==> src/rtl/gww_pkg.sv <==
// Shared types, constants and helper functions for the greedy word wrap block.
// Used by every module under rtl except gww_ram; depends on nothing else.
package gww_pkg;

  // Field and register widths.
  localparam int unsigned CH_W       = 8;
  localparam int unsigned LW_W       = 6;
  localparam int unsigned RL_W       = 9;
  localparam int unsigned IDX_OUT_W  = 8;
  localparam int unsigned STATUS_W   = 2;
  localparam int unsigned COUNT_W    = 9;
  localparam int unsigned CFG_IDX_W  = 1;
  localparam int unsigned CFG_DATA_W = 9;

  // Default buffer depth and the ceiling applied to the row limit.
  localparam int unsigned MAX_WIDTH_DEF = 40;
  localparam int unsigned ROW_CAP       = 256;

  // Register reset values.
  localparam logic [LW_W-1:0] LW_RESET = LW_W'(40);
  localparam logic [RL_W-1:0] RL_RESET = RL_W'(256);

  // Register indexes on the configuration port.
  localparam logic [CFG_IDX_W-1:0] REG_LINE_WIDTH = 1'b0;
  localparam logic [CFG_IDX_W-1:0] REG_ROW_LIMIT  = 1'b1;

  // Character codes.
  localparam logic [CH_W-1:0] CH_LF     = 8'h0A;
  localparam logic [CH_W-1:0] CH_CR     = 8'h0D;
  localparam logic [CH_W-1:0] CH_FF     = 8'h0C;
  localparam logic [CH_W-1:0] CH_SPACE  = 8'h20;
  localparam logic [CH_W-1:0] CH_COMMA  = 8'h2C;
  localparam logic [CH_W-1:0] CH_SEMI   = 8'h3B;
  localparam logic [CH_W-1:0] CH_COLON  = 8'h3A;
  localparam logic [CH_W-1:0] CH_PERIOD = 8'h2E;
  localparam logic [CH_W-1:0] CH_EXCL   = 8'h21;
  localparam logic [CH_W-1:0] CH_QUEST  = 8'h3F;
  localparam logic [CH_W-1:0] CH_HYPHEN = 8'h2D;

  // Status reported with the closing result of a text.
  typedef enum logic [STATUS_W-1:0] {
    STAT_OK       = 2'd0,
    STAT_BAD_CFG  = 2'd1,
    STAT_TOO_MANY = 2'd2
  } status_e;

  // Controller states.
  typedef enum logic [3:0] {
    S_IDLE,
    S_EVAL,
    S_LINE_RD,
    S_LINE_OUT,
    S_MOVE_RD,
    S_MOVE_WR,
    S_PUT_CH,
    S_LOAD_B,
    S_CLOSE
  } ctl_state_e;

  // Commands from the controller to the datapath.
  typedef struct packed {
    logic accept;     // latch the input character
    logic eval;       // classify the character and update the line state
    logic line_rd;    // read the buffer at the emission index
    logic line_out;   // load one line result into the output register
    logic seg_b;      // the line being emitted is the final line of the text
    logic mv_rd;      // read a carried character
    logic mv_wr;      // write a carried character to the line start
    logic put;        // append the held character after the carried tail
    logic load_b;     // prepare emission of the final line
    logic close_out;  // load a standalone closing result
    logic finish;     // end of the transaction's work
  } ctl_cmd_t;

  // Status from the datapath to the controller.
  typedef struct packed {
    logic bad;        // configuration is unusable
    logic disc;       // rows exhausted, characters are being dropped
    logic eot;        // held character ends the text
    logic closes;     // held character closes the current line
    logic carried;    // the closed line leaves a tail for the next line
    logic lim;        // the closed line used the last row
    logic tail_zero;  // nothing to move for the carried tail
    logic move_last;  // current move step is the last one
    logic line_last;  // current emission step is the last of the line
    logic out_free;   // output register can take a result this cycle
  } dp_stat_t;

  // Line-ending characters.
  function automatic logic is_line_end(input logic [CH_W-1:0] c);
    logic r;
    r = 1'b0;
    case (c) inside
      CH_LF, CH_CR, CH_FF: r = 1'b1;
      default:             r = 1'b0;
    endcase
    return r;
  endfunction

  // Characters after which a line may be cut.
  function automatic logic is_break(input logic [CH_W-1:0] c);
    logic r;
    r = 1'b0;
    case (c) inside
      CH_SPACE, CH_COMMA, CH_SEMI, CH_COLON,
      CH_PERIOD, CH_EXCL, CH_QUEST, CH_HYPHEN: r = 1'b1;
      default:                                 r = 1'b0;
    endcase
    return r;
  endfunction

endpackage

==> src/rtl/gww_ram.sv <==
// Generic simple dual-port RAM: one write port and one registered read port.
// Standalone; no package needed.
module gww_ram #(
  parameter int unsigned WIDTH = 8,
  parameter int unsigned DEPTH = 40,
  localparam int unsigned AddrW = (DEPTH > 1) ? $clog2(DEPTH) : 1
) (
  input  logic             clk_i,
  input  logic             we_i,
  input  logic [AddrW-1:0] waddr_i,
  input  logic [WIDTH-1:0] wdata_i,
  input  logic             re_i,
  input  logic [AddrW-1:0] raddr_i,
  output logic [WIDTH-1:0] rdata_o
);

  logic [WIDTH-1:0] mem_q [DEPTH];
  logic [WIDTH-1:0] rdata_q;

  // Write port.
  always_ff @(posedge clk_i) begin
    if (we_i) begin
      mem_q[waddr_i] <= wdata_i;
    end
  end

  // Registered read; the data holds while no read is issued.
  always_ff @(posedge clk_i) begin
    if (re_i) begin
      rdata_q <= mem_q[raddr_i];
    end
  end

  assign rdata_o = rdata_q;

endmodule

==> src/rtl/gww_ctrl.sv <==
// Controller of the word wrap block: sequences evaluation, line emission,
// tail moves and closing results. Depends on gww_pkg.
module gww_ctrl (
  input  logic              clk_i,
  input  logic              rst_ni,
  input  logic              in_valid_i,
  output logic              in_stall_o,
  input  gww_pkg::dp_stat_t stat_i,
  output gww_pkg::ctl_cmd_t cmd_o
);
  import gww_pkg::*;

  ctl_state_e state_q, state_d;
  logic       seg_b_q, seg_b_d;

  // State and segment registers.
  always_ff @(posedge clk_i or negedge rst_ni) begin
    if (!rst_ni) begin
      state_q <= S_IDLE;
      seg_b_q <= 1'b0;
    end else begin
      state_q <= state_d;
      seg_b_q <= seg_b_d;
    end
  end

  // Next state.
  always_comb begin
    state_d = state_q;
    seg_b_d = seg_b_q;
    unique case (state_q)
      S_IDLE: begin
        if (in_valid_i) begin
          state_d = S_EVAL;
        end
      end
      S_EVAL: begin
        if (stat_i.bad || stat_i.disc) begin
          state_d = stat_i.eot ? S_CLOSE : S_IDLE;
        end else if (stat_i.closes) begin
          state_d = S_LINE_RD;
          seg_b_d = 1'b0;
        end else if (stat_i.eot) begin
          state_d = S_LINE_RD;
          seg_b_d = 1'b1;
        end else begin
          state_d = S_IDLE;
        end
      end
      S_LINE_RD: begin
        state_d = S_LINE_OUT;
      end
      S_LINE_OUT: begin
        if (stat_i.out_free) begin
          if (!stat_i.line_last) begin
            state_d = S_LINE_RD;
          end else if (seg_b_q) begin
            state_d = S_IDLE;
          end else if (stat_i.carried && !stat_i.lim) begin
            state_d = stat_i.tail_zero ? S_PUT_CH : S_MOVE_RD;
          end else if (stat_i.eot && !stat_i.lim) begin
            state_d = S_LOAD_B;
          end else begin
            state_d = S_IDLE;
          end
        end
      end
      S_MOVE_RD: begin
        state_d = S_MOVE_WR;
      end
      S_MOVE_WR: begin
        state_d = stat_i.move_last ? S_PUT_CH : S_MOVE_RD;
      end
      S_PUT_CH: begin
        state_d = stat_i.eot ? S_LOAD_B : S_IDLE;
      end
      S_LOAD_B: begin
        state_d = S_LINE_RD;
        seg_b_d = 1'b1;
      end
      S_CLOSE: begin
        if (stat_i.out_free) begin
          state_d = S_IDLE;
        end
      end
      default: begin
        state_d = S_IDLE;
      end
    endcase
  end

  // Command outputs.
  always_comb begin
    cmd_o      = '0;
    cmd_o.seg_b = seg_b_q;
    in_stall_o = 1'b1;
    unique case (state_q)
      S_IDLE: begin
        in_stall_o   = 1'b0;
        cmd_o.accept = in_valid_i;
      end
      S_EVAL: begin
        cmd_o.eval = 1'b1;
        if (stat_i.bad || stat_i.disc) begin
          cmd_o.finish = !stat_i.eot;
        end else if (!stat_i.closes && !stat_i.eot) begin
          cmd_o.finish = 1'b1;
        end
      end
      S_LINE_RD: begin
        cmd_o.line_rd = 1'b1;
      end
      S_LINE_OUT: begin
        cmd_o.line_out = stat_i.out_free;
        if (stat_i.out_free && stat_i.line_last) begin
          if (seg_b_q) begin
            cmd_o.finish = 1'b1;
          end else if (!(stat_i.carried && !stat_i.lim) && !(stat_i.eot && !stat_i.lim)) begin
            cmd_o.finish = 1'b1;
          end
        end
      end
      S_MOVE_RD: begin
        cmd_o.mv_rd = 1'b1;
      end
      S_MOVE_WR: begin
        cmd_o.mv_wr = 1'b1;
      end
      S_PUT_CH: begin
        cmd_o.put    = 1'b1;
        cmd_o.finish = !stat_i.eot;
      end
      S_LOAD_B: begin
        cmd_o.load_b = 1'b1;
      end
      S_CLOSE: begin
        cmd_o.close_out = stat_i.out_free;
        cmd_o.finish    = stat_i.out_free;
      end
      default: begin
        in_stall_o = 1'b1;
      end
    endcase
  end

endmodule

==> src/rtl/gww_dp.sv <==
// Datapath of the word wrap block: configuration, line state, the line
// buffer RAM and the output register. Depends on gww_pkg and gww_ram.
module gww_dp #(
  parameter int unsigned MAX_WIDTH = gww_pkg::MAX_WIDTH_DEF
) (
  input  logic                            clk_i,
  input  logic                            rst_ni,
  input  logic                            cfg_we_i,
  input  logic [gww_pkg::CFG_IDX_W-1:0]   cfg_idx_i,
  input  logic [gww_pkg::CFG_DATA_W-1:0]  cfg_wdata_i,
  input  logic [gww_pkg::CH_W-1:0]        ch_i,
  input  logic                            end_of_text_i,
  input  logic                            out_stall_i,
  input  gww_pkg::ctl_cmd_t               cmd_i,
  output gww_pkg::dp_stat_t               stat_o,
  output logic                            out_valid_o,
  output logic [gww_pkg::CH_W-1:0]        out_char_o,
  output logic                            char_valid_o,
  output logic [gww_pkg::IDX_OUT_W-1:0]   line_index_o,
  output logic                            line_end_o,
  output logic                            text_done_o,
  output logic [gww_pkg::STATUS_W-1:0]    status_o,
  output logic [gww_pkg::COUNT_W-1:0]     line_count_o,
  output logic                            last_of_run_o
);
  import gww_pkg::*;

  localparam int unsigned IdxW = (MAX_WIDTH > 1) ? $clog2(MAX_WIDTH) : 1;

  // Configuration and line state.
  logic [LW_W-1:0] lw_q, lw_d;
  logic [RL_W-1:0] rl_q, rl_d;
  logic [LW_W-1:0] column_q, column_d;
  logic [LW_W-1:0] brk_q, brk_d;
  logic [RL_W-1:0] rows_q, rows_d;
  logic            disc_q, disc_d;

  // Per-transaction working registers.
  logic [CH_W-1:0] ch_q, ch_d;
  logic            eot_q, eot_d;
  logic [LW_W-1:0] len_q, len_d;
  logic [LW_W-1:0] cnt_q, cnt_d;
  logic [LW_W-1:0] tail_q, tail_d;
  logic            carried_q, carried_d;
  logic            lim_q, lim_d;

  // Output register.
  logic            out_valid_q, out_valid_d;
  logic [CH_W-1:0] out_char_q, out_char_d;
  logic            char_valid_q, char_valid_d;
  logic [IDX_OUT_W-1:0] line_index_q, line_index_d;
  logic            line_end_q, line_end_d;
  logic            text_done_q, text_done_d;
  status_e         status_q, status_d;
  logic [COUNT_W-1:0] line_count_q, line_count_d;
  logic            last_q, last_d;

  // Evaluation terms.
  logic [LW_W-1:0] width_eff, last_col, brk_inc, col_inc, len_a, tail_calc;
  logic [RL_W-1:0] rl_eff, rows_inc;
  logic            bad, normal, ch_le, ch_brk, at_last, closes, carries, lim;
  logic            line_last, move_last, out_free, final_seg, is_done, len_zero;

  // Buffer RAM ports.
  logic            ram_we, ram_re;
  logic [IdxW-1:0] ram_waddr, ram_raddr;
  logic [CH_W-1:0] ram_wdata, ram_rdata;
  logic [LW_W-1:0] move_src;

  // Effective limits and classification of the held character.
  always_comb begin
    width_eff = (int'(lw_q) > MAX_WIDTH) ? LW_W'(MAX_WIDTH) : lw_q;
    rl_eff    = (int'(rl_q) > ROW_CAP) ? RL_W'(ROW_CAP) : rl_q;
    bad       = (lw_q == '0) || (rl_q == '0);
    normal    = !bad && !disc_q;
    last_col  = width_eff - LW_W'(1);
    ch_le     = is_line_end(ch_q);
    ch_brk    = is_break(ch_q);
    at_last   = (column_q == last_col);
    closes    = ch_le || at_last;
    carries   = !ch_le && !ch_brk && at_last && (brk_q != '0);
    brk_inc   = brk_q + LW_W'(1);
    col_inc   = column_q + LW_W'(1);
    rows_inc  = rows_q + RL_W'(1);
    lim       = closes && (rows_inc >= rl_eff);
    tail_calc = (last_col > brk_inc) ? (last_col - brk_inc) : '0;
    if (ch_le) begin
      len_a = column_q;
    end else if (carries) begin
      len_a = brk_inc;
    end else begin
      len_a = col_inc;
    end
  end

  // Emission and move progress.
  always_comb begin
    len_zero  = (len_q == '0);
    line_last = len_zero || ((cnt_q + LW_W'(1)) == len_q);
    move_last = ((cnt_q + LW_W'(1)) == tail_q);
    out_free  = !out_valid_q || !out_stall_i;
    final_seg = cmd_i.seg_b || !(eot_q && !lim_q);
    is_done   = line_last && final_seg && eot_q;
    move_src  = brk_q + LW_W'(1) + cnt_q;
  end

  // Status to the controller.
  always_comb begin
    stat_o.bad       = bad;
    stat_o.disc      = disc_q;
    stat_o.eot       = eot_q;
    stat_o.closes    = closes;
    stat_o.carried   = carried_q;
    stat_o.lim       = lim_q;
    stat_o.tail_zero = (tail_q == '0);
    stat_o.move_last = move_last;
    stat_o.line_last = line_last;
    stat_o.out_free  = out_free;
  end

  // Buffer port selection.
  always_comb begin
    ram_we    = 1'b0;
    ram_waddr = column_q[IdxW-1:0];
    ram_wdata = ch_q;
    if (cmd_i.eval) begin
      ram_we    = normal && !ch_le && !carries;
    end else if (cmd_i.mv_wr) begin
      ram_we    = 1'b1;
      ram_waddr = cnt_q[IdxW-1:0];
      ram_wdata = ram_rdata;
    end else if (cmd_i.put) begin
      ram_we    = 1'b1;
      ram_waddr = tail_q[IdxW-1:0];
    end
    ram_re    = cmd_i.line_rd || cmd_i.mv_rd;
    ram_raddr = cmd_i.mv_rd ? move_src[IdxW-1:0] : cnt_q[IdxW-1:0];
  end

  gww_ram #(
    .WIDTH (CH_W),
    .DEPTH (MAX_WIDTH)
  ) u_line_buf (
    .clk_i   (clk_i),
    .we_i    (ram_we),
    .waddr_i (ram_waddr),
    .wdata_i (ram_wdata),
    .re_i    (ram_re),
    .raddr_i (ram_raddr),
    .rdata_o (ram_rdata)
  );

  // Next values of the configuration, line state and working registers.
  always_comb begin
    lw_d      = lw_q;
    rl_d      = rl_q;
    column_d  = column_q;
    brk_d     = brk_q;
    rows_d    = rows_q;
    disc_d    = disc_q;
    ch_d      = ch_q;
    eot_d     = eot_q;
    len_d     = len_q;
    cnt_d     = cnt_q;
    tail_d    = tail_q;
    carried_d = carried_q;
    lim_d     = lim_q;

    if (cmd_i.accept) begin
      ch_d  = ch_i;
      eot_d = end_of_text_i;
    end

    if (cmd_i.eval && normal) begin
      if (ch_le) begin
        column_d = '0;
        brk_d    = '0;
      end else if (ch_brk) begin
        column_d = at_last ? '0 : col_inc;
        brk_d    = at_last ? '0 : column_q;
      end else if (at_last) begin
        if (!carries) begin
          column_d = '0;
        end
      end else begin
        column_d = col_inc;
      end
      if (lim) begin
        column_d = '0;
        brk_d    = '0;
        if (!eot_q) begin
          disc_d = 1'b1;
        end
      end
      len_d     = closes ? len_a : col_inc;
      cnt_d     = '0;
      tail_d    = tail_calc;
      carried_d = carries;
      lim_d     = lim;
    end

    if (cmd_i.line_out) begin
      if (line_last) begin
        cnt_d  = '0;
        rows_d = rows_inc;
      end else begin
        cnt_d = cnt_q + LW_W'(1);
      end
    end

    if (cmd_i.mv_wr) begin
      cnt_d = move_last ? '0 : (cnt_q + LW_W'(1));
    end

    // Tail is in place; the held character follows it.
    if (cmd_i.put) begin
      column_d = tail_q + LW_W'(1);
      brk_d    = '0;
    end

    if (cmd_i.load_b) begin
      len_d = column_q;
      cnt_d = '0;
    end

    // A text that ends starts the next one from a clean state.
    if (cmd_i.finish && eot_q) begin
      column_d = '0;
      brk_d    = '0;
      rows_d   = '0;
      disc_d   = 1'b0;
    end

    // Register writes abort any text in progress.
    if (cfg_we_i) begin
      unique case (cfg_idx_i)
        REG_LINE_WIDTH: lw_d = cfg_wdata_i[LW_W-1:0];
        REG_ROW_LIMIT:  rl_d = cfg_wdata_i[RL_W-1:0];
        default:        lw_d = lw_q;
      endcase
      column_d = '0;
      brk_d    = '0;
      rows_d   = '0;
      disc_d   = 1'b0;
    end
  end

  // Next value of the output register.
  always_comb begin
    out_valid_d  = out_valid_q && out_stall_i;
    out_char_d   = out_char_q;
    char_valid_d = char_valid_q;
    line_index_d = line_index_q;
    line_end_d   = line_end_q;
    text_done_d  = text_done_q;
    status_d     = status_q;
    line_count_d = line_count_q;
    last_d       = last_q;
    if (cmd_i.line_out) begin
      out_valid_d  = 1'b1;
      out_char_d   = len_zero ? '0 : ram_rdata;
      char_valid_d = !len_zero;
      line_index_d = rows_q[IDX_OUT_W-1:0];
      line_end_d   = line_last;
      last_d       = line_last && final_seg;
      text_done_d  = is_done;
      status_d     = (is_done && lim_q && carried_q) ? STAT_TOO_MANY : STAT_OK;
      line_count_d = is_done ? COUNT_W'(rows_inc) : '0;
    end else if (cmd_i.close_out) begin
      out_valid_d  = 1'b1;
      out_char_d   = '0;
      char_valid_d = 1'b0;
      line_index_d = '0;
      line_end_d   = 1'b0;
      last_d       = 1'b1;
      text_done_d  = 1'b1;
      status_d     = bad ? STAT_BAD_CFG : STAT_TOO_MANY;
      line_count_d = bad ? '0 : COUNT_W'(rows_q);
    end
  end

  // Control registers.
  always_ff @(posedge clk_i or negedge rst_ni) begin
    if (!rst_ni) begin
      lw_q        <= LW_RESET;
      rl_q        <= RL_RESET;
      column_q    <= '0;
      brk_q       <= '0;
      rows_q      <= '0;
      disc_q      <= 1'b0;
      out_valid_q <= 1'b0;
    end else begin
      lw_q        <= lw_d;
      rl_q        <= rl_d;
      column_q    <= column_d;
      brk_q       <= brk_d;
      rows_q      <= rows_d;
      disc_q      <= disc_d;
      out_valid_q <= out_valid_d;
    end
  end

  // Payload registers.
  always_ff @(posedge clk_i) begin
    ch_q         <= ch_d;
    eot_q        <= eot_d;
    len_q        <= len_d;
    cnt_q        <= cnt_d;
    tail_q       <= tail_d;
    carried_q    <= carried_d;
    lim_q        <= lim_d;
    out_char_q   <= out_char_d;
    char_valid_q <= char_valid_d;
    line_index_q <= line_index_d;
    line_end_q   <= line_end_d;
    text_done_q  <= text_done_d;
    status_q     <= status_d;
    line_count_q <= line_count_d;
    last_q       <= last_d;
  end

  assign out_valid_o   = out_valid_q;
  assign out_char_o    = out_char_q;
  assign char_valid_o  = char_valid_q;
  assign line_index_o  = line_index_q;
  assign line_end_o    = line_end_q;
  assign text_done_o   = text_done_q;
  assign status_o      = status_q;
  assign line_count_o  = line_count_q;
  assign last_of_run_o = last_q;

endmodule

==> src/rtl/greedy_word_wrap.sv <==
// Top level of the greedy word wrap block: controller plus datapath.
// Depends on gww_pkg, gww_ctrl, gww_dp and gww_ram.
//
// Channel  Dir  Handshake                  Payload
// -------  ---  -------------------------  ---------------------------------
// input    in   in_valid_i / in_stall_o    ch_i, end_of_text_i
// result   out  out_valid_o / out_stall_i  out_char_o .. last_of_run_o
// config   in   cfg_we_i                   cfg_idx_i, cfg_wdata_i
//
// A character that closes no line is accepted, then evaluated.
// Each emitted line character is a buffer read then an output load. Each carried
// character is read and rewritten at the line start; then the held one is added.
// These steps are serial because the line buffer RAM has a single read port.
// Reset clears the line state and loads line width 40 and row limit 256.
// A stalled output holds the emission loop; the input stalls until a transaction's
// results are all loaded into the output register.
module greedy_word_wrap #(
  parameter int unsigned MAX_WIDTH = gww_pkg::MAX_WIDTH_DEF
) (
  input  logic                            clk_i,
  input  logic                            rst_ni,
  input  logic                            cfg_we_i,
  input  logic [gww_pkg::CFG_IDX_W-1:0]   cfg_idx_i,
  input  logic [gww_pkg::CFG_DATA_W-1:0]  cfg_wdata_i,
  input  logic                            in_valid_i,
  output logic                            in_stall_o,
  input  logic [gww_pkg::CH_W-1:0]        ch_i,
  input  logic                            end_of_text_i,
  output logic                            out_valid_o,
  input  logic                            out_stall_i,
  output logic [gww_pkg::CH_W-1:0]        out_char_o,
  output logic                            char_valid_o,
  output logic [gww_pkg::IDX_OUT_W-1:0]   line_index_o,
  output logic                            line_end_o,
  output logic                            text_done_o,
  output logic [gww_pkg::STATUS_W-1:0]    status_o,
  output logic [gww_pkg::COUNT_W-1:0]     line_count_o,
  output logic                            last_of_run_o
);
  import gww_pkg::*;

  ctl_cmd_t cmd;
  dp_stat_t stat;

  // Sequencer.
  gww_ctrl u_ctrl (
    .clk_i      (clk_i),
    .rst_ni     (rst_ni),
    .in_valid_i (in_valid_i),
    .in_stall_o (in_stall_o),
    .stat_i     (stat),
    .cmd_o      (cmd)
  );

  // Line state, buffer and output register.
  gww_dp #(
    .MAX_WIDTH (MAX_WIDTH)
  ) u_dp (
    .clk_i         (clk_i),
    .rst_ni        (rst_ni),
    .cfg_we_i      (cfg_we_i),
    .cfg_idx_i     (cfg_idx_i),
    .cfg_wdata_i   (cfg_wdata_i),
    .ch_i          (ch_i),
    .end_of_text_i (end_of_text_i),
    .out_stall_i   (out_stall_i),
    .cmd_i         (cmd),
    .stat_o        (stat),
    .out_valid_o   (out_valid_o),
    .out_char_o    (out_char_o),
    .char_valid_o  (char_valid_o),
    .line_index_o  (line_index_o),
    .line_end_o    (line_end_o),
    .text_done_o   (text_done_o),
    .status_o      (status_o),
    .line_count_o  (line_count_o),
    .last_of_run_o (last_of_run_o)
  );

endmodule

==> config.mk <==
export PLATFORM = sky130hd
export DESIGN_NAME = greedy_word_wrap
export DESIGN_NICKNAME = d
export VERILOG_FILES = /design/src/rtl/gww_pkg.sv /design/src/rtl/gww_ram.sv /design/src/rtl/gww_ctrl.sv /design/src/rtl/gww_dp.sv /design/src/rtl/greedy_word_wrap.sv
export SDC_FILE = /design/constraint.sdc
export NUM_CORES = 1
export LEC_CHECK = 0
export BUFFER_PORTS_ARGS = -buffer_cell sky130_fd_sc_hd__buf_2
export CAP_MARGIN = 20
export CELL_PAD_IN_SITES_DETAIL_PLACEMENT = 2
export CELL_PAD_IN_SITES_GLOBAL_PLACEMENT = 2
export CORE_MARGIN = 10
export CORE_UTILIZATION = 39
export DETAILED_ROUTE_END_ITERATION = 8
export PLACE_DENSITY_LB_ADDON = 0.1
export SLEW_MARGIN = 10
export SYNTH_ARGS = -nofsm -noshare
export SYNTH_HDL_FRONTEND = slang
export SYNTH_SLANG_ARGS = --single-unit
export TNS_END_PERCENT = 100
==> constraint.sdc <==
create_clock -name clk_i -period 3.3 [get_ports clk_i]
set_clock_uncertainty 0.15 [all_clocks]
set_input_delay 0.33 -clock clk_i [delete_from_list [all_inputs] [get_ports clk_i]]
set_output_delay 0.33 -clock clk_i [all_outputs]
set_load 0.005 [all_outputs]
==> results.sh <==
export IMPL_synth_top_family_by_area="simple AND/OR/NAND/NOR gates"
export IMPL_path_clk_slew_ns=0.06
export IMPL_dpl_worst_slack_ns=-0.491
export IMPL_die_area_um2=59700
export IMPL_synth_seq_area_share=0.646
export IMPL_rr_startpoint="u_dp.brk_q[0]"
export IMPL_ctsRootBufferMaster="clkbuf_16"
export IMPL_clock_sink_count=431
export IMPL_power_density_nw_per_um2=777
export IMPL_cts_buffer_depth=3
export IMPL_max_cap_viol_count=0
export IMPL_distinct_cell_type_count_of_the_synthesized_netlist=85
export IMPL_avgSynthCellArea_um2=12.0
export IMPL_setup_viol=345
export IMPL_critical_path_arrival_ns=3.99
export IMPL_detail_route_iter0_violations=1112
export IMPL_min_period_over_period=1.13
export IMPL_run_status="finished with violations"
export IMPL_worstHoldPathType="input pin to register"
export IMPL_grt_overflow_total=0
export IMPL_grt_setup_unrepaired="true"
export IMPL_drt_vias_per_instance=5.69
export IMPL_whs_path_depth=3
export IMPL_port_buffer_count=56
export IMPL_placed_cells=2481
export IMPL_routed_wirelength_mm=76.5
export IMPL_drt_pre_antenna_iters=5
export IMPL_initial_util=0.393
export IMPL_worstRegToRegCells=14
export IMPL_share_of_layout_cells_above_drive_strength_1=0.302
export IMPL_syn_num_nets=1696
export IMPL_die_y_um=244
export IMPL_finalCriticalPeriod_ns=3.72
export IMPL_antennaDiodeCount=0
export IMPL_numCtsBuffers=49
export IMPL_leading_post_synthesis_cells_by_cell_area="edfxtp_1, nand2_1, dfrtp_1, nor2_1, nand3_1"
export IMPL_total_area_of_sequential_cells_um2=12700
export IMPL_failed_checks="setup timing"
export IMPL_synth_xor_area_frac=0.0254
export IMPL_grt_antenna_before_repair=2
export IMPL_post_synth_top_area_fraction=0.584
export IMPL_crit_path_end_kind="register"
export IMPL_worstPathCellList="inv_2 -> ha_4 -> inv_4 -> fa_2 -> mux2_4 -> buf_6 -> buf_12 -> and2_4 -> a211oi_2 -> a31oi_1 -> buf_4 -> o22ai_2 -> or4_4 -> mux2i_2"
export IMPL_route_vias_total=15100
export IMPL_rows=82
export IMPL_asyncSetResetFlopFracSynth=0.0998
export IMPL_min_to="u_dp.lw_q[1]"
export IMPL_hold_violations=0
export IMPL_synth_adder_area_share=0.0199
export IMPL_area_leader_netlist="edfxtp_1"
export IMPL_post_synthesis_instance_total=1642
export IMPL_finish_net_count=1991
export IMPL_ys_ff_latch=431
export IMPL_layout_cells_non_filler=2648
export IMPL_final_setup_worst_slack_ns=-0.416
export IMPL_route_detailed_wl_per_inst_um=28.9
export IMPL_multi_input_comb_area_um2=7600
export IMPL_routabilityCongestion=0.865
export IMPL_worst_slew_pin_transition_ns=1.12
export IMPL_number_of_pins_exceeding_their_max_slew_limit_in_the_final_report=0
export IMPL_timing_reg2reg_setup_slack_ns=-0.42
export IMPL_mappedNetlistArea_um2=19600
export IMPL_p_leak_nw=9.78
export IMPL_place_hpwl_mm=47.8
export IMPL_cpPeakStageDelay_ns=0.58
export IMPL_worst_skew_pair_late_latency_ns=0.61
export IMPL_grt_first_pass_wirelength_mm=111
export IMPL_worst_ep_required_time_ns=3.58
export IMPL_worst_setup_path_type="register to register"
export IMPL_timing_fmax_mhz=269
export IMPL_vdd_ir_drop_worst_uv=400
export IMPL_global_route_usage_total=0.247
export IMPL_grt_max_degree=44
export IMPL_yosysWarnings=0
export IMPL_slowest_stage="or4_4"
export IMPL_design_portCount=57
export IMPL_design_core_area_um2=50000
export IMPL_die_w_um=244
export IMPL_syn2layout_area_growth_pct=32.2
export IMPL_timing_slew_headroom=0.256
export IMPL_hold_start="cfg_idx_i"
export IMPL_number_of_flops_mapped_to_enable_cells_by_yosys=382
export IMPL_synth_simple_gate_area_share=0.165
export IMPL_timing_rr_end="u_dp.u_line_buf.rdata_o[0]"
export IMPL_synth_compound_gate_area_share=0.0948
export IMPL_worst_setup_path_start_kind="register"
export IMPL_htree_num_levels=2
export IMPL_tritoncts_clock_tree="built"
export IMPL_worst_path_max_fanout=9
export IMPL_grt_pass1_vias=16700
export IMPL_num_fill_cells=4778
export IMPL_fin_worst_hold_slack_ns=0.0834
export IMPL_prevailing_post_synth_register_cell="edfxtp_1"
export IMPL_drt_antenna_violating_nets=0
export IMPL_drc=0
export IMPL_proportion_of_synthesized_area_in_mux_cells=0.0235
[layer usage]
| metal | wire length, um | vias to the layer above | part of all wire | global-route usage |
|---|---|---|---|---|
| li1 | - | 6637 | - | - |
| met1 | 31400 | 7851 | 0.41 | 0.309 |
| met2 | 38700 | 411 | 0.51 | 0.426 |
| met3 | 3700 | 160 | 0.048 | 0.0365 |
| met4 | 2660 | 4 | 0.035 | 0.0957 |
| met5 | 23 | - | 0.00030 | 0 |
[cells in the final DEF, fill, tap and decap left out, types with 23 or more instances in the layout]
cell type | Yosys | routed
nand3_1 | 74 | 70
mux2_2 | 26 | 23
buf_4 | 10 | 179
edfxtp_1 | 382 | 382
xnor2_1 | 28 | 25
nor2_4 | 0 | 27
dfrtp_1 | 40 | 40
and2_1 | 46 | 39
a22o_1 | 28 | 26
buf_2 | 30 | 56
clkbuf_16 | 0 | 53
nor2_1 | 178 | 144
nand2_1 | 272 | 260
buf_6 | 2 | 24
o21ai_0 | 62 | 37
a211oi_1 | 37 | 28
buf_12 | 0 | 40
a31oi_1 | 43 | 26
[worst max-delay path by stage]
stage | startpoint | to | depth (start not counted)
floorplan | u_dp.lw_q[5] | u_dp.u_line_buf.mem_q[15][0] | 13
global placement | u_dp.brk_q[0] | u_dp.u_line_buf.rdata_o[0] | 12
detailed placement | u_dp.brk_q[0] | u_dp.u_line_buf.rdata_o[0] | 12
CTS | u_dp.brk_q[0] | u_dp.u_line_buf.rdata_o[0] | 14
global route | u_dp.brk_q[0] | u_dp.u_line_buf.rdata_o[0] | 14
finish | u_dp.brk_q[0] | u_dp.u_line_buf.rdata_o[0] | 14
[cell usage after synthesis (all sizes together), types with 21 or more instances]
master	n
a31oi	43
xor2	21
nand2	272
clkbuf	41
o21ai	69
a211oi	37
mux2	27
nor2	178
nor3	36
buf	47
dfrtp	40
and2	46
ha	28
a22o	28
nand3	74
edfxtp	382
xnor2	28
a21oi	24
[worst max-delay path, delay by kind of cell, from the launching register on]
kind	cells	cell delay, ns
buf+inv	5	0.56
fa+ha+maj	2	0.86
flops	1	0.39
compound gates	3	0.42
mux	2	0.43
simple gates	2	0.72
[cell type report]
cell class | count | share of cell area
multi-input cells | 1101 | 0.293
flip-flops and latches | 431 | 0.488
clock inverters | 23 | 0.00902
inverters | 22 | 0.00328
clock buffers | 67 | 0.0507
well taps | 672 | 0.0324
repair buffers | 332 | 0.124
[per-stage QoR]
step                      cell area, um^2  power (mW)  TNS [ns]  utilization
after CTS                           25400        19.8    -42.62        0.508
after global placement              22300        12.7    -44.22        0.446
after floorplan                     19800        10.1     -1.85            -
after global routing                25900        20.9    -73.05        0.519
after detailed placement            22300        13.0    -94.76        0.447
final                               25900        20.2    -34.78        0.519
[state kept, by name, indices dropped and copies added (netlist names), 6 cells and up]
name                     cells
u_dp.rows_q                  9
u_dp.out_char_o              8
u_dp.cnt_q                   6
u_dp.len_q                   6
u_dp.line_index_o            8
u_dp.tail_q                  6
u_dp.column_q                6
u_dp.lw_q                    6
u_dp.u_line_buf.rdata_o      8
u_dp.ch_q                    8
u_dp.rl_q                    9
u_dp.brk_q                   6
u_dp.u_line_buf.mem_q      320
u_dp.line_count_o            9
[timing repair]
item                                    4_1_cts  5_1_grt
hold buffers                                 19        0
pin swaps                                    40       40
gates resized for setup                     193      102
setup buffers                                37       21
cloned                                        8        2
hold endpoints to repair                     64        0
endpoints found under the setup margin      340      358
[where the power goes]
part / switching [mW] / leakage, nW / internal, mW
Combinational: 4.51 / 4.96 / 3.20
Sequential: 0.339 / 4.06 / 6.65
Clock: 2.36 / 0.753 / 3.11
[kinds of logic after synthesis]
logic type	count (synthesis)
xor+xnor	52
compound gates	275
buf+inv	110
simple gates	702
flops	431
mux	42
fa+ha+maj	30
Power figures use the tool's default switching activity.
